**config.mk**
```make
export PLATFORM = sky130hd
export DESIGN_NAME = multi_policy_ready_queue_flat
export DESIGN_NICKNAME = d
export VERILOG_FILES = /design/src/rtl/core/mpq_pkg.sv /design/src/rtl/core/mpq_if.sv /design/src/rtl/core/multi_policy_ready_queue.sv /design/src/rtl/core/mpq_ram.sv /design/src/flat_wrapper.sv
export SDC_FILE = /design/constraint.sdc
export NUM_CORES = 1
export LEC_CHECK = 0
export BUFFER_PORTS_ARGS = -buffer_cell sky130_fd_sc_hd__buf_2
export CAP_MARGIN = 10
export CORE_ASPECT_RATIO = 1.75
export CORE_MARGIN = 2
export CORE_UTILIZATION = 42
export DETAILED_ROUTE_END_ITERATION = 12
export PLACE_DENSITY_LB_ADDON = 0.3
export SLEW_MARGIN = 20
export SYNTH_ARGS = -nofsm -noshare
export SYNTH_HDL_FRONTEND = slang
export SYNTH_SLANG_ARGS = --single-unit
```
**constraint.sdc**
```tcl
create_clock -name clk_i -period 12.9 [get_ports clk_i]
set_clock_uncertainty 0.2 [all_clocks]
set_input_delay 1.935 -clock clk_i [delete_from_list [all_inputs] [get_ports clk_i]]
set_output_delay 1.935 -clock clk_i [all_outputs]
set_load 0.01 [all_outputs]
```
**src/rtl/core/mpq_pkg.sv**
```systemverilog
// shared types and constants of the multi-policy ready queue
package mpq_pkg;

  // fixed width of a process id
  localparam int unsigned PID_WIDTH = 4;

  // operation codes of an input word
  localparam logic OP_ENQUEUE  = 1'b0;
  localparam logic OP_DISPATCH = 1'b1;

  // dispatch policies
  typedef enum logic [1:0] {
    POL_ROUND_ROBIN = 2'd0,
    POL_FCFS        = 2'd1,
    POL_PRIORITY    = 2'd2,
    POL_SHORTEST    = 2'd3
  } policy_e;

  // sequencer states, one-hot
  typedef enum logic [3:0] {
    ST_IDLE  = 4'b0001,
    ST_SCAN  = 4'b0010,
    ST_SHIFT = 4'b0100,
    ST_DONE  = 4'b1000
  } state_e;

endpackage

```
**src/rtl/core/mpq_if.sv**
```systemverilog
// request and response channel interfaces of the ready queue

interface mpq_req_if #(
  parameter int unsigned TIME_WIDTH     = 16,
  parameter int unsigned PRIORITY_WIDTH = 8
);
  logic                                valid;
  logic                                ready;
  logic                                op;
  logic [mpq_pkg::PID_WIDTH-1:0]       process_id;
  logic [TIME_WIDTH-1:0]               arrival_tick;
  logic [PRIORITY_WIDTH-1:0]           priority_level;
  logic [TIME_WIDTH-1:0]               run_ticks;

  modport source (
    output valid, op, process_id, arrival_tick, priority_level, run_ticks,
    input  ready
  );
  modport sink (
    input  valid, op, process_id, arrival_tick, priority_level, run_ticks,
    output ready
  );
endinterface

interface mpq_rsp_if #(
  parameter int unsigned COUNT_WIDTH = 5
);
  logic                          valid;
  logic                          ready;
  logic [mpq_pkg::PID_WIDTH-1:0] chosen_id;
  logic                          chosen_valid;
  logic                          queue_empty;
  logic                          queue_overflow;
  logic [COUNT_WIDTH-1:0]        entries_held;

  modport source (
    output valid, chosen_id, chosen_valid, queue_empty, queue_overflow, entries_held,
    input  ready
  );
  modport sink (
    input  valid, chosen_id, chosen_valid, queue_empty, queue_overflow, entries_held,
    output ready
  );
endinterface

```
**src/rtl/core/multi_policy_ready_queue.sv**
```systemverilog
// multi-policy ready queue: top level with scan and compaction sequencer
// result: an enqueue word passes through the done state into the output register;
//   a dispatch first scans all n entries held, then shifts the entries after the one taken
// throughput: one word at a time; the next word is accepted when the sequencer is idle,
//   set by the single read port of the entry ram (one entry read per cycle)
// reset: asynchronous, active low; clears count, policy and handshake state,
//   entry ram contents are left as they are
module multi_policy_ready_queue #(
  parameter int unsigned QUEUE_DEPTH    = 16,
  parameter int unsigned TIME_WIDTH     = 16,
  parameter int unsigned PRIORITY_WIDTH = 8
) (
  input  logic             clk_i,
  input  logic             rst_ni,
  input  logic             cfg_we_i,
  input  logic [1:0]       cfg_wdata_i,
  mpq_req_if.sink          req_i,
  mpq_rsp_if.source        rsp_o
);

  // widths derived from the parameters
  localparam int unsigned AW = $clog2(QUEUE_DEPTH);
  localparam int unsigned CW = $clog2(QUEUE_DEPTH + 1);
  localparam int unsigned PW = mpq_pkg::PID_WIDTH;
  // entry word layout: {pid, arrival, priority, remaining}
  localparam int unsigned EW = PW + 2 * TIME_WIDTH + PRIORITY_WIDTH;

  // sequencer and bookkeeping
  mpq_pkg::state_e  state_q, state_d;
  mpq_pkg::policy_e policy_q;
  logic [CW-1:0]    count_q, count_d;
  logic [AW-1:0]    idx_q, idx_d;          // index of the entry whose read data arrives now

  // best candidate found so far in a scan
  logic [AW-1:0]             best_idx_q, best_idx_d;
  logic [PW-1:0]             best_pid_q, best_pid_d;
  logic [TIME_WIDTH-1:0]     best_arr_q, best_arr_d;
  logic [PRIORITY_WIDTH-1:0] best_prio_q, best_prio_d;
  logic [TIME_WIDTH-1:0]     best_rem_q, best_rem_d;

  // finished result waiting for the output register
  logic [PW-1:0] res_id_q, res_id_d;
  logic          res_valid_q, res_valid_d;
  logic          res_empty_q, res_empty_d;
  logic          res_ovf_q, res_ovf_d;

  // output register
  logic          out_valid_q, out_valid_d;
  logic          out_load;
  logic [PW-1:0] out_id_q;
  logic          out_cv_q, out_empty_q, out_ovf_q;
  logic [CW-1:0] out_held_q;

  // entry ram port signals
  logic          ram_we, ram_re;
  logic [AW-1:0] ram_waddr, ram_raddr;
  logic [EW-1:0] ram_wdata, ram_rdata;

  // fields of the entry just read
  logic [PW-1:0]             rd_pid;
  logic [TIME_WIDTH-1:0]     rd_arr;
  logic [PRIORITY_WIDTH-1:0] rd_prio;
  logic [TIME_WIDTH-1:0]     rd_rem;

  logic          accept;
  logic          last_entry;
  logic          better;
  logic          take;
  logic [AW-1:0] cand_idx;
  logic [PW-1:0] cand_pid;

  assign rd_pid  = ram_rdata[EW-1 -: PW];
  assign rd_arr  = ram_rdata[2*TIME_WIDTH+PRIORITY_WIDTH-1 -: TIME_WIDTH];
  assign rd_prio = ram_rdata[TIME_WIDTH+PRIORITY_WIDTH-1 -: PRIORITY_WIDTH];
  assign rd_rem  = ram_rdata[TIME_WIDTH-1:0];

  // new words only while the sequencer is idle
  assign req_i.ready = (state_q == mpq_pkg::ST_IDLE);
  assign accept      = req_i.valid && req_i.ready;

  // the entry arriving now is the last one held
  assign last_entry = ((CW'(idx_q) + CW'(1)) == count_q);

  // policy comparison against the best so far; ties keep the earlier slot
  always_comb begin
    unique case (policy_q)
      mpq_pkg::POL_ROUND_ROBIN: better = 1'b0;
      mpq_pkg::POL_FCFS:        better = rd_arr < best_arr_q;
      mpq_pkg::POL_PRIORITY:    better = rd_prio > best_prio_q;
      mpq_pkg::POL_SHORTEST:    better = rd_rem < best_rem_q;
      default:                  better = 1'b0;
    endcase
  end

  // the head entry always starts as the best
  assign take     = (idx_q == '0) || better;
  assign cand_idx = take ? idx_q : best_idx_q;
  assign cand_pid = take ? rd_pid : best_pid_q;

  // sequencer: enqueue writes the tail, dispatch scans then shifts later entries down.
  // the shift reads slot k+1 while writing slot k-1, so read and write never meet
  always_comb begin
    state_d     = state_q;
    count_d     = count_q;
    idx_d       = idx_q;
    best_idx_d  = best_idx_q;
    best_pid_d  = best_pid_q;
    best_arr_d  = best_arr_q;
    best_prio_d = best_prio_q;
    best_rem_d  = best_rem_q;
    res_id_d    = res_id_q;
    res_valid_d = res_valid_q;
    res_empty_d = res_empty_q;
    res_ovf_d   = res_ovf_q;
    ram_we      = 1'b0;
    ram_waddr   = idx_q - AW'(1);
    ram_wdata   = ram_rdata;
    ram_re      = 1'b0;
    ram_raddr   = idx_q + AW'(1);
    out_load    = 1'b0;

    unique case (state_q)
      mpq_pkg::ST_IDLE: begin
        if (accept) begin
          res_id_d    = '0;
          res_valid_d = 1'b0;
          res_empty_d = 1'b0;
          res_ovf_d   = 1'b0;
          state_d     = mpq_pkg::ST_DONE;
          if (req_i.op == mpq_pkg::OP_DISPATCH) begin
            if (count_q == '0) begin
              res_empty_d = 1'b1;
            end else begin
              // fetch the head entry and start the scan
              ram_re    = 1'b1;
              ram_raddr = '0;
              idx_d     = '0;
              state_d   = mpq_pkg::ST_SCAN;
            end
          end else if (count_q == CW'(QUEUE_DEPTH)) begin
            res_ovf_d = 1'b1;
          end else begin
            // append at the tail
            ram_we    = 1'b1;
            ram_waddr = count_q[AW-1:0];
            ram_wdata = {req_i.process_id, req_i.arrival_tick,
                         req_i.priority_level, req_i.run_ticks};
            count_d   = count_q + CW'(1);
          end
        end
      end

      mpq_pkg::ST_SCAN: begin
        best_idx_d = cand_idx;
        best_pid_d = cand_pid;
        if (take) begin
          best_arr_d  = rd_arr;
          best_prio_d = rd_prio;
          best_rem_d  = rd_rem;
        end
        if (last_entry) begin
          res_id_d    = cand_pid;
          res_valid_d = 1'b1;
          if (cand_idx == idx_q) begin
            // tail entry taken, nothing to compact
            count_d = count_q - CW'(1);
            state_d = mpq_pkg::ST_DONE;
          end else begin
            ram_re    = 1'b1;
            ram_raddr = cand_idx + AW'(1);
            idx_d     = cand_idx + AW'(1);
            state_d   = mpq_pkg::ST_SHIFT;
          end
        end else begin
          ram_re = 1'b1;
          idx_d  = idx_q + AW'(1);
        end
      end

      mpq_pkg::ST_SHIFT: begin
        // move the entry just read one place towards the head
        ram_we = 1'b1;
        if (last_entry) begin
          count_d = count_q - CW'(1);
          state_d = mpq_pkg::ST_DONE;
        end else begin
          ram_re = 1'b1;
          idx_d  = idx_q + AW'(1);
        end
      end

      mpq_pkg::ST_DONE: begin
        if (!out_valid_q || rsp_o.ready) begin
          out_load = 1'b1;
          state_d  = mpq_pkg::ST_IDLE;
        end
      end

      default: begin
        state_d = mpq_pkg::ST_IDLE;
      end
    endcase
  end

  assign out_valid_d = out_load || (out_valid_q && !rsp_o.ready);

  // control state
  always_ff @(posedge clk_i or negedge rst_ni) begin
    if (!rst_ni) begin
      state_q     <= mpq_pkg::ST_IDLE;
      count_q     <= '0;
      policy_q    <= mpq_pkg::POL_ROUND_ROBIN;
      out_valid_q <= 1'b0;
    end else begin
      state_q     <= state_d;
      count_q     <= count_d;
      out_valid_q <= out_valid_d;
      if (cfg_we_i) begin
        policy_q <= mpq_pkg::policy_e'(cfg_wdata_i);
      end
    end
  end

  // payload registers
  always_ff @(posedge clk_i) begin
    idx_q       <= idx_d;
    best_idx_q  <= best_idx_d;
    best_pid_q  <= best_pid_d;
    best_arr_q  <= best_arr_d;
    best_prio_q <= best_prio_d;
    best_rem_q  <= best_rem_d;
    res_id_q    <= res_id_d;
    res_valid_q <= res_valid_d;
    res_empty_q <= res_empty_d;
    res_ovf_q   <= res_ovf_d;
    if (out_load) begin
      out_id_q    <= res_id_q;
      out_cv_q    <= res_valid_q;
      out_empty_q <= res_empty_q;
      out_ovf_q   <= res_ovf_q;
      out_held_q  <= count_q;
    end
  end

  // entry store
  mpq_ram #(
    .WIDTH (EW),
    .DEPTH (QUEUE_DEPTH)
  ) u_entry_ram (
    .clk_i   (clk_i),
    .we_i    (ram_we),
    .waddr_i (ram_waddr),
    .wdata_i (ram_wdata),
    .re_i    (ram_re),
    .raddr_i (ram_raddr),
    .rdata_o (ram_rdata)
  );

  // response channel
  assign rsp_o.valid          = out_valid_q;
  assign rsp_o.chosen_id      = out_id_q;
  assign rsp_o.chosen_valid   = out_cv_q;
  assign rsp_o.queue_empty    = out_empty_q;
  assign rsp_o.queue_overflow = out_ovf_q;
  assign rsp_o.entries_held   = out_held_q;

endmodule

```
**src/rtl/core/mpq_ram.sv**
```systemverilog
// generic single-write, single-read ram with registered read data
module mpq_ram #(
  parameter int unsigned WIDTH = 44,
  parameter int unsigned DEPTH = 16
) (
  input  logic                     clk_i,
  input  logic                     we_i,
  input  logic [$clog2(DEPTH)-1:0] waddr_i,
  input  logic [WIDTH-1:0]         wdata_i,
  input  logic                     re_i,
  input  logic [$clog2(DEPTH)-1:0] raddr_i,
  output logic [WIDTH-1:0]         rdata_o
);

  logic [WIDTH-1:0] store_q [DEPTH];
  logic [WIDTH-1:0] rdata_q;

  always_ff @(posedge clk_i) begin
    if (we_i) begin
      store_q[waddr_i] <= wdata_i;
    end
    if (re_i) begin
      rdata_q <= store_q[raddr_i];
    end
  end

  assign rdata_o = rdata_q;

endmodule
```
**src/flat_wrapper.sv**
```systemverilog
// flat-port wrapper written by rule: the top's interface ports become plain ports
module multi_policy_ready_queue_flat 
#(
  parameter int unsigned QUEUE_DEPTH    = 16,
  parameter int unsigned TIME_WIDTH     = 16,
  parameter int unsigned PRIORITY_WIDTH = 8
)
  (clk_i, rst_ni, cfg_we_i, cfg_wdata_i, req_i_valid, req_i_op, req_i_process_id, req_i_arrival_tick, req_i_priority_level, req_i_run_ticks, req_i_ready, rsp_o_valid, rsp_o_chosen_id, rsp_o_chosen_valid, rsp_o_queue_empty, rsp_o_queue_overflow, rsp_o_entries_held, rsp_o_ready);
  mpq_req_if #(.TIME_WIDTH(TIME_WIDTH), .PRIORITY_WIDTH(PRIORITY_WIDTH)) req_i_i ();
  mpq_rsp_if rsp_o_i ();
  input  logic clk_i;
  input  logic rst_ni;
  input  logic cfg_we_i;
  input  logic [1:0] cfg_wdata_i;
  input wire logic [$bits(req_i_i.valid)-1:0] req_i_valid;
  input wire logic [$bits(req_i_i.op)-1:0] req_i_op;
  input wire logic [$bits(req_i_i.process_id)-1:0] req_i_process_id;
  input wire logic [$bits(req_i_i.arrival_tick)-1:0] req_i_arrival_tick;
  input wire logic [$bits(req_i_i.priority_level)-1:0] req_i_priority_level;
  input wire logic [$bits(req_i_i.run_ticks)-1:0] req_i_run_ticks;
  output wire logic [$bits(req_i_i.ready)-1:0] req_i_ready;
  output wire logic [$bits(rsp_o_i.valid)-1:0] rsp_o_valid;
  output wire logic [$bits(rsp_o_i.chosen_id)-1:0] rsp_o_chosen_id;
  output wire logic [$bits(rsp_o_i.chosen_valid)-1:0] rsp_o_chosen_valid;
  output wire logic [$bits(rsp_o_i.queue_empty)-1:0] rsp_o_queue_empty;
  output wire logic [$bits(rsp_o_i.queue_overflow)-1:0] rsp_o_queue_overflow;
  output wire logic [$bits(rsp_o_i.entries_held)-1:0] rsp_o_entries_held;
  input wire logic [$bits(rsp_o_i.ready)-1:0] rsp_o_ready;
  assign req_i_i.valid = req_i_valid;
  assign req_i_i.op = req_i_op;
  assign req_i_i.process_id = req_i_process_id;
  assign req_i_i.arrival_tick = req_i_arrival_tick;
  assign req_i_i.priority_level = req_i_priority_level;
  assign req_i_i.run_ticks = req_i_run_ticks;
  assign req_i_ready = req_i_i.ready;
  assign rsp_o_valid = rsp_o_i.valid;
  assign rsp_o_chosen_id = rsp_o_i.chosen_id;
  assign rsp_o_chosen_valid = rsp_o_i.chosen_valid;
  assign rsp_o_queue_empty = rsp_o_i.queue_empty;
  assign rsp_o_queue_overflow = rsp_o_i.queue_overflow;
  assign rsp_o_entries_held = rsp_o_i.entries_held;
  assign rsp_o_i.ready = rsp_o_ready;
  multi_policy_ready_queue #(.QUEUE_DEPTH(QUEUE_DEPTH), .TIME_WIDTH(TIME_WIDTH), .PRIORITY_WIDTH(PRIORITY_WIDTH)) u_core (.clk_i(clk_i), .rst_ni(rst_ni), .cfg_we_i(cfg_we_i), .cfg_wdata_i(cfg_wdata_i), .req_i(req_i_i), .rsp_o(rsp_o_i));
endmodule
```
==> impl_metrics.py, run 1 <==
metrics = {
    "status": {
        "outcome": "completed",
    },
    "cells_and_area": {
        "final_common_cell": "edfxtp_1",
        "finalCoreUtilization_pct": 46.8,
        "nNetsFinal": 2369,
        "fillers": 6950,
        "antenna_cells": 0,
        "drive_gt1_share_pct": 13.0,
        "fin_cells": 3383,
        "final_cell_mix": "edfxtp_1, and3_1, a211oi_1",
        "area_growth_pct": 10.3,
    },
    "worst_setup_path": {
        "crit_required_ns": 13.19,
        "cp_max_fo": 32,
        "r2r_start": "u_core.u_entry_ram.rdata_o[39]$_DFFE_PP_",
        "worstRegToRegCells": 17,
        "cp-startpoint": "u_core.u_entry_ram.rdata_o[39]$_DFFE_PP_",
        "endpoint_kind": "register",
        "r2r_slack_ns": 5.93,
        "crit_type": "reg -> reg",
        "reg2reg_to": "u_core.u_entry_ram.rdata_o[6]$_DFFE_PP_",
        "start_kind": "register",
        "crit_end": "u_core.u_entry_ram.rdata_o[6]$_DFFE_PP_",
        "arrival_ns": 7.26,
    },
    "placement": {
        "finalWeightedCongestion": 0.776,
        "place_ws_ns": 5.98,
        "dp_cells": 3257,
        "dp_hpwl_mm": 45.3,
        "portBuffers": 65,
    },
    "floorplanning": {
        "rows": 139,
        "io_pins": 66,
        "die_h_um": 384,
        "die_w_um": 221,
        "die_area_um2": 85100,
        "initial_utilization_pct": 42.4,
        "core-area_um2": 81900,
    },
    "cts": {
        "cts-root-buf": "clkbuf_16",
        "clkSinkCount": 831,
        "numCtsBuffers": 70,
        "ctsLongestPathBuffers": 3,
        "cts_max_level": 3,
        "cts_resized": 0,
        "post_cts_buffers": 0,
        "clkTransAtPathRegs_ns": 0.07,
        "cts_tree": "done",
        "clock_latency_ns": 0.63,
        "cts_hold_buf": 0,
    },
    "hold_path": {
        "hold_class": "reg -> reg",
    },
    "synth": {
        "synth-compound-area-share_pct": 10.3,
        "synthesis.nets": 2375,
        "synthMuxAreaShare_pct": 2.99,
        "synth-main-ff-cell": "edfxtp_1",
        "synth_top_family_by_area": "compound AO/OA/AOI/OAI gates",
        "synth.avg_cell_area_um2": 15.3,
        "ys_seq_area_share_pct": 71.7,
        "synth-edff-count": 819,
        "synthXorXnorAreaFrac_pct": 0.573,
        "ys_seq_elements": 831,
        "yosysWarnings": 0,
        "synth_cell_type_count": 79,
        "synthAdderAreaFrac_pct": 1.64,
        "synth_simple_gate_area_share_pct": 9.89,
        "synthCells": 2278,
        "netlist_area_um2": 34700,
        "async_reset_ff_share_pct": 1.44,
    },
    "timing": {
        "max_freq_mhz": 143,
        "rsz0062_at_grt": "false",
        "hold_viol": 0,
        "setup_tns_ns": 0,
        "slew_headroom_pct": 26.5,
        "fin_crit_ns": 6.97,
        "worstMarginPinSlew_ns": 1.10,
        "setup_ws_ns": 5.93,
        "drv_slew": 0,
        "post-route-period-util_pct": 54.0,
        "setup_viol": 0,
    },
    "run": {
        "maxCapViolCount": 0,
    },
    "drt": {
        "vias": 20744,
        "drt_wl_total_mm": 93.2,
        "vias_per_cell": 6.13,
        "drc_errors": 0,
        "antenna_left": 0,
        "wire_per_inst_um": 27.6,
        "drt_iter0_markers": 1913,
        "firstDrtPassIters": 7,
    },
    "power": {
        "peakVddDrop_v": 0.000217,
        "p_per_area_nw_per_um2": 256,
        "leakage_nw": 13.1,
    },
    "global_routing": {
        "grt_pass1_vias": 20992,
        "grt_max_degree": 245,
        "antenna_found_initial": 0,
        "grt_pass1_wl_mm": 137,
        "gr-total-overflow": 0,
        "track_usage_pct": 21.6,
    },
}
==> worst max-delay path, cell delays in order (launching register included) <==
cell       delay, ns
edfxtp_1        0.44
ha_1            0.34
nand4_1         0.22
nor3_2          0.39
nor4b_2         0.28
a211o_1         0.31
and3_1          0.50
nand2_1         0.29
mux2_2          0.35
ha_1            0.31
nand2_1         0.19
nor3_2          0.11
a221oi_4        0.77
buf_4           0.64
nor2_4          0.33
buf_4           0.39
a2111oi_0       0.46
mux2_1          0.24
==> final cells by class <==
cell class	count	area, µm²	area share (%)
Multi-Input combinational cell	1218	9050	23.6
Sequential cell	831	24900	65.0
Inverter	49	184	0.480
Clock inverter	40	384	1.00
Tap cell	1057	1320	3.45
Clock buffer	86	1850	4.84
Timing Repair Buffer	102	628	1.64
==> cell families after synthesis <==
group / count (synthesis)
buf+inv: 229
simple gates: 615
mux: 97
flops: 831
xor+xnor: 21
fa+ha+maj: 45
compound gates: 440
==> state kept, by name, indices dropped and copies added, names as in the netlist, 2 cells and up <==
| name | count |
|---|---|
| u_core.best_arr_q | 16 |
| u_core.rsp_o.entries_held | 5 |
| u_core.best_pid_q | 4 |
| u_core.u_entry_ram.store_q | 704 |
| u_core.best_rem_q | 16 |
| u_core.rsp_o.chosen_id | 4 |
| u_core.best_prio_q | 8 |
| u_core.res_id_q | 4 |
| u_core.state_q | 4 |
| u_core.idx_q | 4 |
| u_core.count_q | 5 |
| u_core.best_idx_q | 4 |
| u_core.policy_q | 2 |
| u_core.u_entry_ram.rdata_o | 44 |
==> metal layers <==
metal	vias up	share of wire (%)	track usage [%]
li1	9157	-	-
met1	10676	39	26.2
met2	738	52	38.8
met3	173	5.5	2.86
met4	0	3.4	8.33
met5	-	0	0
==> cell usage after synthesis, drive strengths merged, types with 2 or more instances <==
cell type / number / area [µm²]
edfxtp: 819 / 24600
and3: 313 / 1960
a211oi: 179 / 1340
a2111oi: 178 / 1630
nand2: 168 / 641
clkbuf: 125 / 477
buf: 55 / 364
mux2: 53 / 597
inv: 49 / 184
nor4: 48 / 315
ha: 44 / 551
mux2i: 44 / 440
nor2: 35 / 146
a21oi: 21 / 105
o21ai: 20 / 104
xor2: 12 / 105
dfrtp: 11 / 275
nand3: 9 / 50.1
nor3: 9 / 66.3
xnor2: 9 / 93.8
nand4: 7 / 58.8
and2: 6 / 40.0
nand2b: 6 / 45.0
a21o: 5 / 37.5
o21a: 5 / 37.5
a31oi: 4 / 25.0
nor2b: 4 / 25.0
or2: 4 / 27.5
a211o: 3 / 26.3
o22ai: 3 / 18.8
o311ai: 3 / 51.3
o31ai: 3 / 36.3
a21boi: 2 / 15.0
o211ai: 2 / 15.0
o22a: 2 / 17.5
o31a: 2 / 26.3
==> worst min path at each step <==
stage,startpoint,depth (start not counted),endpoint
2_1_floorplan,u_core.res_id_q[0]$_SDFFCE_PN0P_,0,u_core.rsp_o.chosen_id[0]$_DFFE_PP_
3_3_place_gp,u_core.res_id_q[1]$_SDFFCE_PN0P_,0,u_core.rsp_o.chosen_id[1]$_DFFE_PP_
3_5_place_dp,u_core.res_id_q[0]$_SDFFCE_PN0P_,0,u_core.rsp_o.chosen_id[0]$_DFFE_PP_
4_1_cts,u_core.res_id_q[0]$_SDFFCE_PN0P_,0,u_core.rsp_o.chosen_id[0]$_DFFE_PP_
5_1_grt,u_core.res_ovf_q$_SDFFCE_PP0P_,0,u_core.rsp_o.queue_overflow$_DFFE_PP_
6_report,u_core.res_ovf_q$_SDFFCE_PP0P_,0,u_core.rsp_o.queue_overflow$_DFFE_PP_
==> through the flow <==
stage               power, mW  area, µm²  hold WS [ns]
floorplan                6.46      34700         0.200
detailed placement       7.72      36100         0.207
finish                   9.81      38300         0.221
global route             10.3      38300         0.229
global placement         7.65      36100         0.202
CTS                      9.84      38300         0.223
==> where the power goes <==
group	switching, mW	internal (mW)
combinational	2.63	1.13
sequential	0.140	3.79
clock	0.957	1.17
(Power assumes the default switching activity.)
==> inputs of run 2 (changes only) <==
Clock period 12.9 ns to 7.2 ns, I/O delays scaled along.
==> run 2 against run 1 <==
Against the previous run:
- non-clock buffer count increased by 28
- critical endpoint is now u_core.u_entry_ram.rdata_o[42]$_DFFE_PP_
- clock-buffer cell count increased by 3
- worst hold slack got worse by 0.077 ns
- via count up 1.7%
- die area unchanged
- global-route usage is 0.29 points higher
- combinational power is 85% higher
- largest power group unchanged
- sequential share of layout area is 0.65 points lower
- cell count is 0.83% higher
- register-to-register slack worse by 5.1 ns
- fmax is 9.4% higher
==> impl_metrics.py, run 2 (same netlist as run 1, synthesis figures left out) <==
metrics = {
    "power": {
        "p_per_area_nw_per_um2": 460,
        "peakVddDrop_v": 0.000459,
        "leakage_nw": 13.2,
    },
    "placement": {
        "place_ws_ns": 0.765,
        "portBuffers": 65,
        "finalWeightedCongestion": 0.798,
        "dp_hpwl_mm": 51.6,
        "dp_cells": 3285,
    },
    "global_routing": {
        "track_usage_pct": 21.9,
        "antenna_found_initial": 0,
        "gr-total-overflow": 0,
        "grt_pass1_vias": 21638,
        "grt_max_degree": 195,
        "grt_pass1_wl_mm": 139,
    },
    "floorplanning": {
        "die_h_um": 384,
        "core-area_um2": 81900,
        "die_area_um2": 85100,
        "die_w_um": 221,
        "initial_utilization_pct": 42.4,
        "io_pins": 66,
        "rows": 139,
    },
    "drt": {
        "vias": 21089,
        "antenna_left": 0,
        "drt_wl_total_mm": 94.6,
        "firstDrtPassIters": 7,
        "vias_per_cell": 6.18,
        "wire_per_inst_um": 27.7,
        "drc_errors": 0,
        "drt_iter0_markers": 2056,
    },
    "timing": {
        "slew_headroom_pct": 29.6,
        "rsz0062_at_grt": "false",
        "fin_crit_ns": 6.37,
        "worstMarginPinSlew_ns": 1.05,
        "setup_viol": 0,
        "drv_slew": 0,
        "setup_tns_ns": 0,
        "max_freq_mhz": 157,
        "whs_ns": 0.144,
        "setup_ws_ns": 0.827,
        "post-route-period-util_pct": 88.5,
        "hold_viol": 0,
    },
    "cts": {
        "clkTransAtPathRegs_ns": 0.06,
        "numCtsBuffers": 73,
        "cts_hold_buf": 0,
        "cts_tree": "done",
        "cts_max_level": 3,
        "clkSinkCount": 831,
        "clock_latency_ns": 0.65,
        "cts-root-buf": "clkbuf_16",
        "ctsLongestPathBuffers": 3,
        "post_cts_buffers": 0,
        "cts_resized": 0,
    },
    "worst_setup_path": {
        "endpoint_kind": "register",
        "crit_required_ns": 7.50,
        "reg2reg_to": "u_core.u_entry_ram.rdata_o[42]$_DFFE_PP_",
        "arrival_ns": 6.67,
        "worstRegToRegCells": 17,
        "start_kind": "register",
        "slowest_delay_ns": 0.76,
        "r2r_slack_ns": 0.83,
        "cp_slowest_cell": "o31ai_1",
        "r2r_start": "u_core.u_entry_ram.rdata_o[17]$_DFFE_PP_",
        "crit_type": "reg -> reg",
        "cp_max_fo": 36,
        "cp_cell_sequence": "ha_1 -> nor2b_1 -> o211ai_1 -> a21oi_1 -> o31ai_1 -> and3_1 -> nand2_1 -> mux2_2 -> ha_1 -> xor2_1 -> nand2_1 -> a211oi_1 -> a211o_4 -> buf_4 -> a211oi_1 -> a2111oi_0 -> mux2_1",
    },
    "cells_and_area": {
        "antenna_cells": 0,
        "area_growth_pct": 11.4,
        "nNetsFinal": 2400,
        "top_register": "u_core.u_entry_ram.store_q",
        "final_common_cell": "edfxtp_1",
        "drive_gt1_share_pct": 14.3,
        "largest_reg_flops": 704,
        "final_cell_mix": "edfxtp_1, and3_1, a211oi_1",
        "fin_cells": 3411,
    },
    "status": {
        "outcome": "completed",
    },
    "hold_path": {
        "hold_class": "in -> async",
    },
    "run": {
        "maxCapViolCount": 0,
    },
}
[run 2: cell types whose count changed in the layout (fill, tap and decap cells not counted), moves of 3 or more]
cell	delta
clkbuf_16	+3
buf_12	+10
bufinv_16	-4
clkinv_1	-6
buf_4	+16
clkinvlp_4	+6
[run 2: worst max path at each step]
stage / end / slack [ns] / startpoint
4_1_cts: u_core.u_entry_ram.rdata_o[42]$_DFFE_PP_ / 0.70 / u_core.u_entry_ram.rdata_o[17]$_DFFE_PP_
5_1_grt: u_core.u_entry_ram.rdata_o[42]$_DFFE_PP_ / 0.54 / u_core.u_entry_ram.rdata_o[17]$_DFFE_PP_
3_5_place_dp: u_core.u_entry_ram.rdata_o[42]$_DFFE_PP_ / 0.76 / u_core.u_entry_ram.rdata_o[17]$_DFFE_PP_
3_3_place_gp: u_core.u_entry_ram.rdata_o[42]$_DFFE_PP_ / 0.70 / u_core.u_entry_ram.rdata_o[17]$_DFFE_PP_
6_report: u_core.u_entry_ram.rdata_o[42]$_DFFE_PP_ / 0.83 / u_core.u_entry_ram.rdata_o[17]$_DFFE_PP_
2_1_floorplan: u_core.u_entry_ram.rdata_o[42]$_DFFE_PP_ / 2.54 / u_core.u_entry_ram.rdata_o[1]$_DFFE_PP_
[run 2: worst max-delay path: cells and delay by family, from the launching register on]
family / cells / cell delay (ns)
AOI/OAI and AO/OA: 7 / 2.73
adders and majority gates: 2 / 0.58
xor gates and xnor gates: 1 / 0.15
DFF: 1 / 0.42
buffers and inverters: 1 / 0.43
and+or+nand+nor: 4 / 1.11
muxes: 2 / 0.59
[run 2: cell type report]
cell class / instances / area, µm²
repair buffers: 130 / 1000
clock inverters: 37 / 322
multi-input cells: 1218 / 9050
well taps: 1057 / 1320
inverters: 49 / 184
flip-flops and latches: 831 / 24900
fillers: 6852 / 43200
clock buffers: 89 / 1930
[run 2: per-layer routing]
metal  share of wire [%]  up-vias  global-route usage [%]
li1                    -     9215                       -
met1                  38    10846                    26.1
met2                  52      812                    38.9
met3                 5.6      216                    2.99
met4                 4.2        0                    10.4
met5                   0        -                       0
[run 2: per-stage QoR]
step / area (µm²) / total power [mW] / utilization, %
floorplan: 34700 / 11.6 / -
global placement: 36400 / 13.9 / 44.4
detailed placement: 36500 / 14.1 / 44.5
CTS: 38700 / 17.8 / 47.2
global route: 38700 / 18.6 / 47.2
finish: 38700 / 17.8 / 47.2
[run 2: report_power, final]
| group | switching [mW] | total [mW] | internal, mW |
|---|---|---|---|
| clock | 1.76 | 3.79 | 2.03 |
| combinational | 4.78 | 6.95 | 2.17 |
| sequential | 0.281 | 7.07 | 6.79 |
| total | 6.82 | 17.8 | 11.0 |
==> inputs of run 3 (changes only) <==
Settings changed: CTS_BUF_LIST set to sky130_fd_sc_hd__clkbuf_16.
==> run 3 against run 2 <==
Against the previous run:
- routed wire length shrank 0.12%
- critical path depth is the same
- combinational power hardly changed
- worst hold slack better by 0.00075 ns
- first-iteration DRC count fell by 6.2%
- flip-flop and latch count stayed put
- via count fell by 0.19%
- cell count unchanged
- fmax fell by 0.25%
- final area unchanged
- non-clock buffer count is the same
==> impl_metrics.py, run 3 (same netlist as run 1, synthesis figures left out) <==
metrics = {
    "power": {
        "p_seq_share_pct": 39.7,
        "p_per_area_nw_per_um2": 460,
        "p_total_mw": 17.8,
        "leakage_nw": 13.3,
        "p_comb_share_pct": 39.1,
        "p_switching_mw": 6.82,
        "peakVddDrop_v": 0.000458,
        "p_int_mw": 11.0,
        "switching_share_pct": 38.3,
        "pwr-share-clk_pct": 21.2,
    },
    "global_routing": {
        "antenna_found_initial": 0,
        "grt_pass1_vias": 21638,
        "grt_pass1_wl_mm": 139,
        "gr-total-overflow": 0,
        "track_usage_pct": 21.8,
        "grt_max_degree": 195,
    },
    "status": {
        "outcome": "completed",
    },
    "worst_setup_path": {
        "crit_required_ns": 7.50,
        "cp_max_fo": 36,
        "r2r_start": "u_core.u_entry_ram.rdata_o[17]$_DFFE_PP_",
        "endpoint_kind": "register",
        "slowest_delay_ns": 0.75,
        "worstRegToRegCells": 17,
        "arrival_ns": 6.69,
        "cp_cell_sequence": "ha_1 -> nor2b_1 -> o211ai_1 -> a21oi_1 -> o31ai_1 -> and3_1 -> nand2_1 -> mux2_2 -> ha_1 -> xor2_1 -> nand2_1 -> a211oi_1 -> a211o_4 -> buf_4 -> a211oi_1 -> a2111oi_0 -> mux2_1",
        "crit_type": "reg -> reg",
        "start_kind": "register",
        "cp_slowest_cell": "o31ai_1",
        "reg2reg_to": "u_core.u_entry_ram.rdata_o[42]$_DFFE_PP_",
        "r2r_slack_ns": 0.81,
    },
    "floorplanning": {
        "die_h_um": 384,
        "core-area_um2": 81900,
        "io_pins": 66,
        "die_area_um2": 85100,
        "initial_utilization_pct": 42.4,
        "rows": 139,
        "die_w_um": 221,
    },
    "cells_and_area": {
        "antenna_cells": 0,
        "area_growth_pct": 11.4,
        "largest_reg_flops": 704,
        "drive_gt1_share_pct": 14.3,
        "top_register": "u_core.u_entry_ram.store_q",
        "final_cell_mix": "edfxtp_1, and3_1, a211oi_1",
        "final_common_cell": "edfxtp_1",
        "nNetsFinal": 2400,
    },
    "placement": {
        "place_ws_ns": 0.765,
        "portBuffers": 65,
        "dp_hpwl_mm": 51.6,
        "finalWeightedCongestion": 0.798,
    },
    "drt": {
        "wire_per_inst_um": 27.7,
        "drt_iter0_markers": 1929,
        "drt_wl_total_mm": 94.5,
        "antenna_left": 0,
        "vias_per_cell": 6.17,
        "drc_errors": 0,
        "firstDrtPassIters": 5,
        "vias": 21049,
    },
    "cts": {
        "numCtsBuffers": 73,
        "cts_hold_buf": 0,
        "cts_max_level": 3,
        "cts_tree": "done",
        "cts_resized": 0,
        "ctsLongestPathBuffers": 3,
        "post_cts_buffers": 0,
        "clock_latency_ns": 0.65,
        "cts-root-buf": "clkbuf_16",
        "clkTransAtPathRegs_ns": 0.06,
        "clkSinkCount": 831,
    },
    "hold_path": {
        "hold_class": "in -> async",
    },
    "timing": {
        "setup_tns_ns": 0,
        "max_freq_mhz": 157,
        "post-route-period-util_pct": 88.7,
        "setup_viol": 0,
        "slew_headroom_pct": 29.6,
        "rsz0062_at_grt": "false",
        "hold_viol": 0,
        "fin_crit_ns": 6.39,
        "drv_slew": 0,
        "worstMarginPinSlew_ns": 1.05,
        "setup_ws_ns": 0.812,
    },
    "run": {
        "maxCapViolCount": 0,
    },
}
[run 3: worst max-delay path by stage]
stage,from,to,depth (start not counted)
global route,u_core.u_entry_ram.rdata_o[17]$_DFFE_PP_,u_core.u_entry_ram.rdata_o[42]$_DFFE_PP_,17
CTS,u_core.u_entry_ram.rdata_o[17]$_DFFE_PP_,u_core.u_entry_ram.rdata_o[42]$_DFFE_PP_,17
finish,u_core.u_entry_ram.rdata_o[17]$_DFFE_PP_,u_core.u_entry_ram.rdata_o[42]$_DFFE_PP_,17
floorplan,u_core.u_entry_ram.rdata_o[1]$_DFFE_PP_,u_core.u_entry_ram.rdata_o[42]$_DFFE_PP_,19
detailed placement,u_core.u_entry_ram.rdata_o[17]$_DFFE_PP_,u_core.u_entry_ram.rdata_o[42]$_DFFE_PP_,17
global placement,u_core.u_entry_ram.rdata_o[17]$_DFFE_PP_,u_core.u_entry_ram.rdata_o[42]$_DFFE_PP_,17
[run 3: layer usage]
layer	GRT usage (%)	part of all wire (%)	vias to the layer above
met5	0	0	-
met3	2.99	5.3	231
met2	38.9	52	792
met1	26.1	39	10815
li1	-	-	9211
met4	10.4	4.3	0
[run 3: area by class of cell]
| class | instances | area (µm²) |
|---|---|---|
| clock buffer | 75 | 1880 |
| clock inverter | 51 | 374 |
| fill | 6852 | 43200 |
| inverter | 49 | 184 |
| multi-input combinational | 1218 | 9050 |
| sequential | 831 | 24900 |
| tap | 1057 | 1320 |
| timing repair buffer | 130 | 1000 |
[run 3: power by group through the flow]
| stage | combinational, mW | sequential [mW] | clock (mW) |
|---|---|---|---|
| finish | 6.95 | 7.07 | 3.77 |
| floorplan | 4.56 | 7.02 | 0 |
| CTS | 6.93 | 7.07 | 3.83 |
| global route | 7.46 | 7.10 | 4.00 |
| detailed placement | 6.90 | 7.17 | 0 |
| global placement | 6.78 | 7.15 | 0 |
[run 3: critical path, delay by kind of cell, from the launching register on]
| family | cells | cell delay, ns |
|---|---|---|
| adders and majority gates | 2 | 0.58 |
| xor gates and xnor gates | 1 | 0.15 |
| DFF | 1 | 0.42 |
| and+or+nand+nor | 4 | 1.12 |
| muxes | 2 | 0.59 |
| buffers and inverters | 1 | 0.42 |
| AOI/OAI and AO/OA | 7 | 2.76 |
[run 3: per-stage QoR]
stage	utilization, %	hold WS [ns]	instances	instance area, µm²
after global placement	44.4	0.209	3281	36400
after CTS	47.2	0.123	3411	38700
after floorplan	-	0.200	2278	34700
final	47.2	0.145	3411	38700
after global routing	47.2	0.153	3411	38700
after detailed placement	44.5	0.205	3285	36500
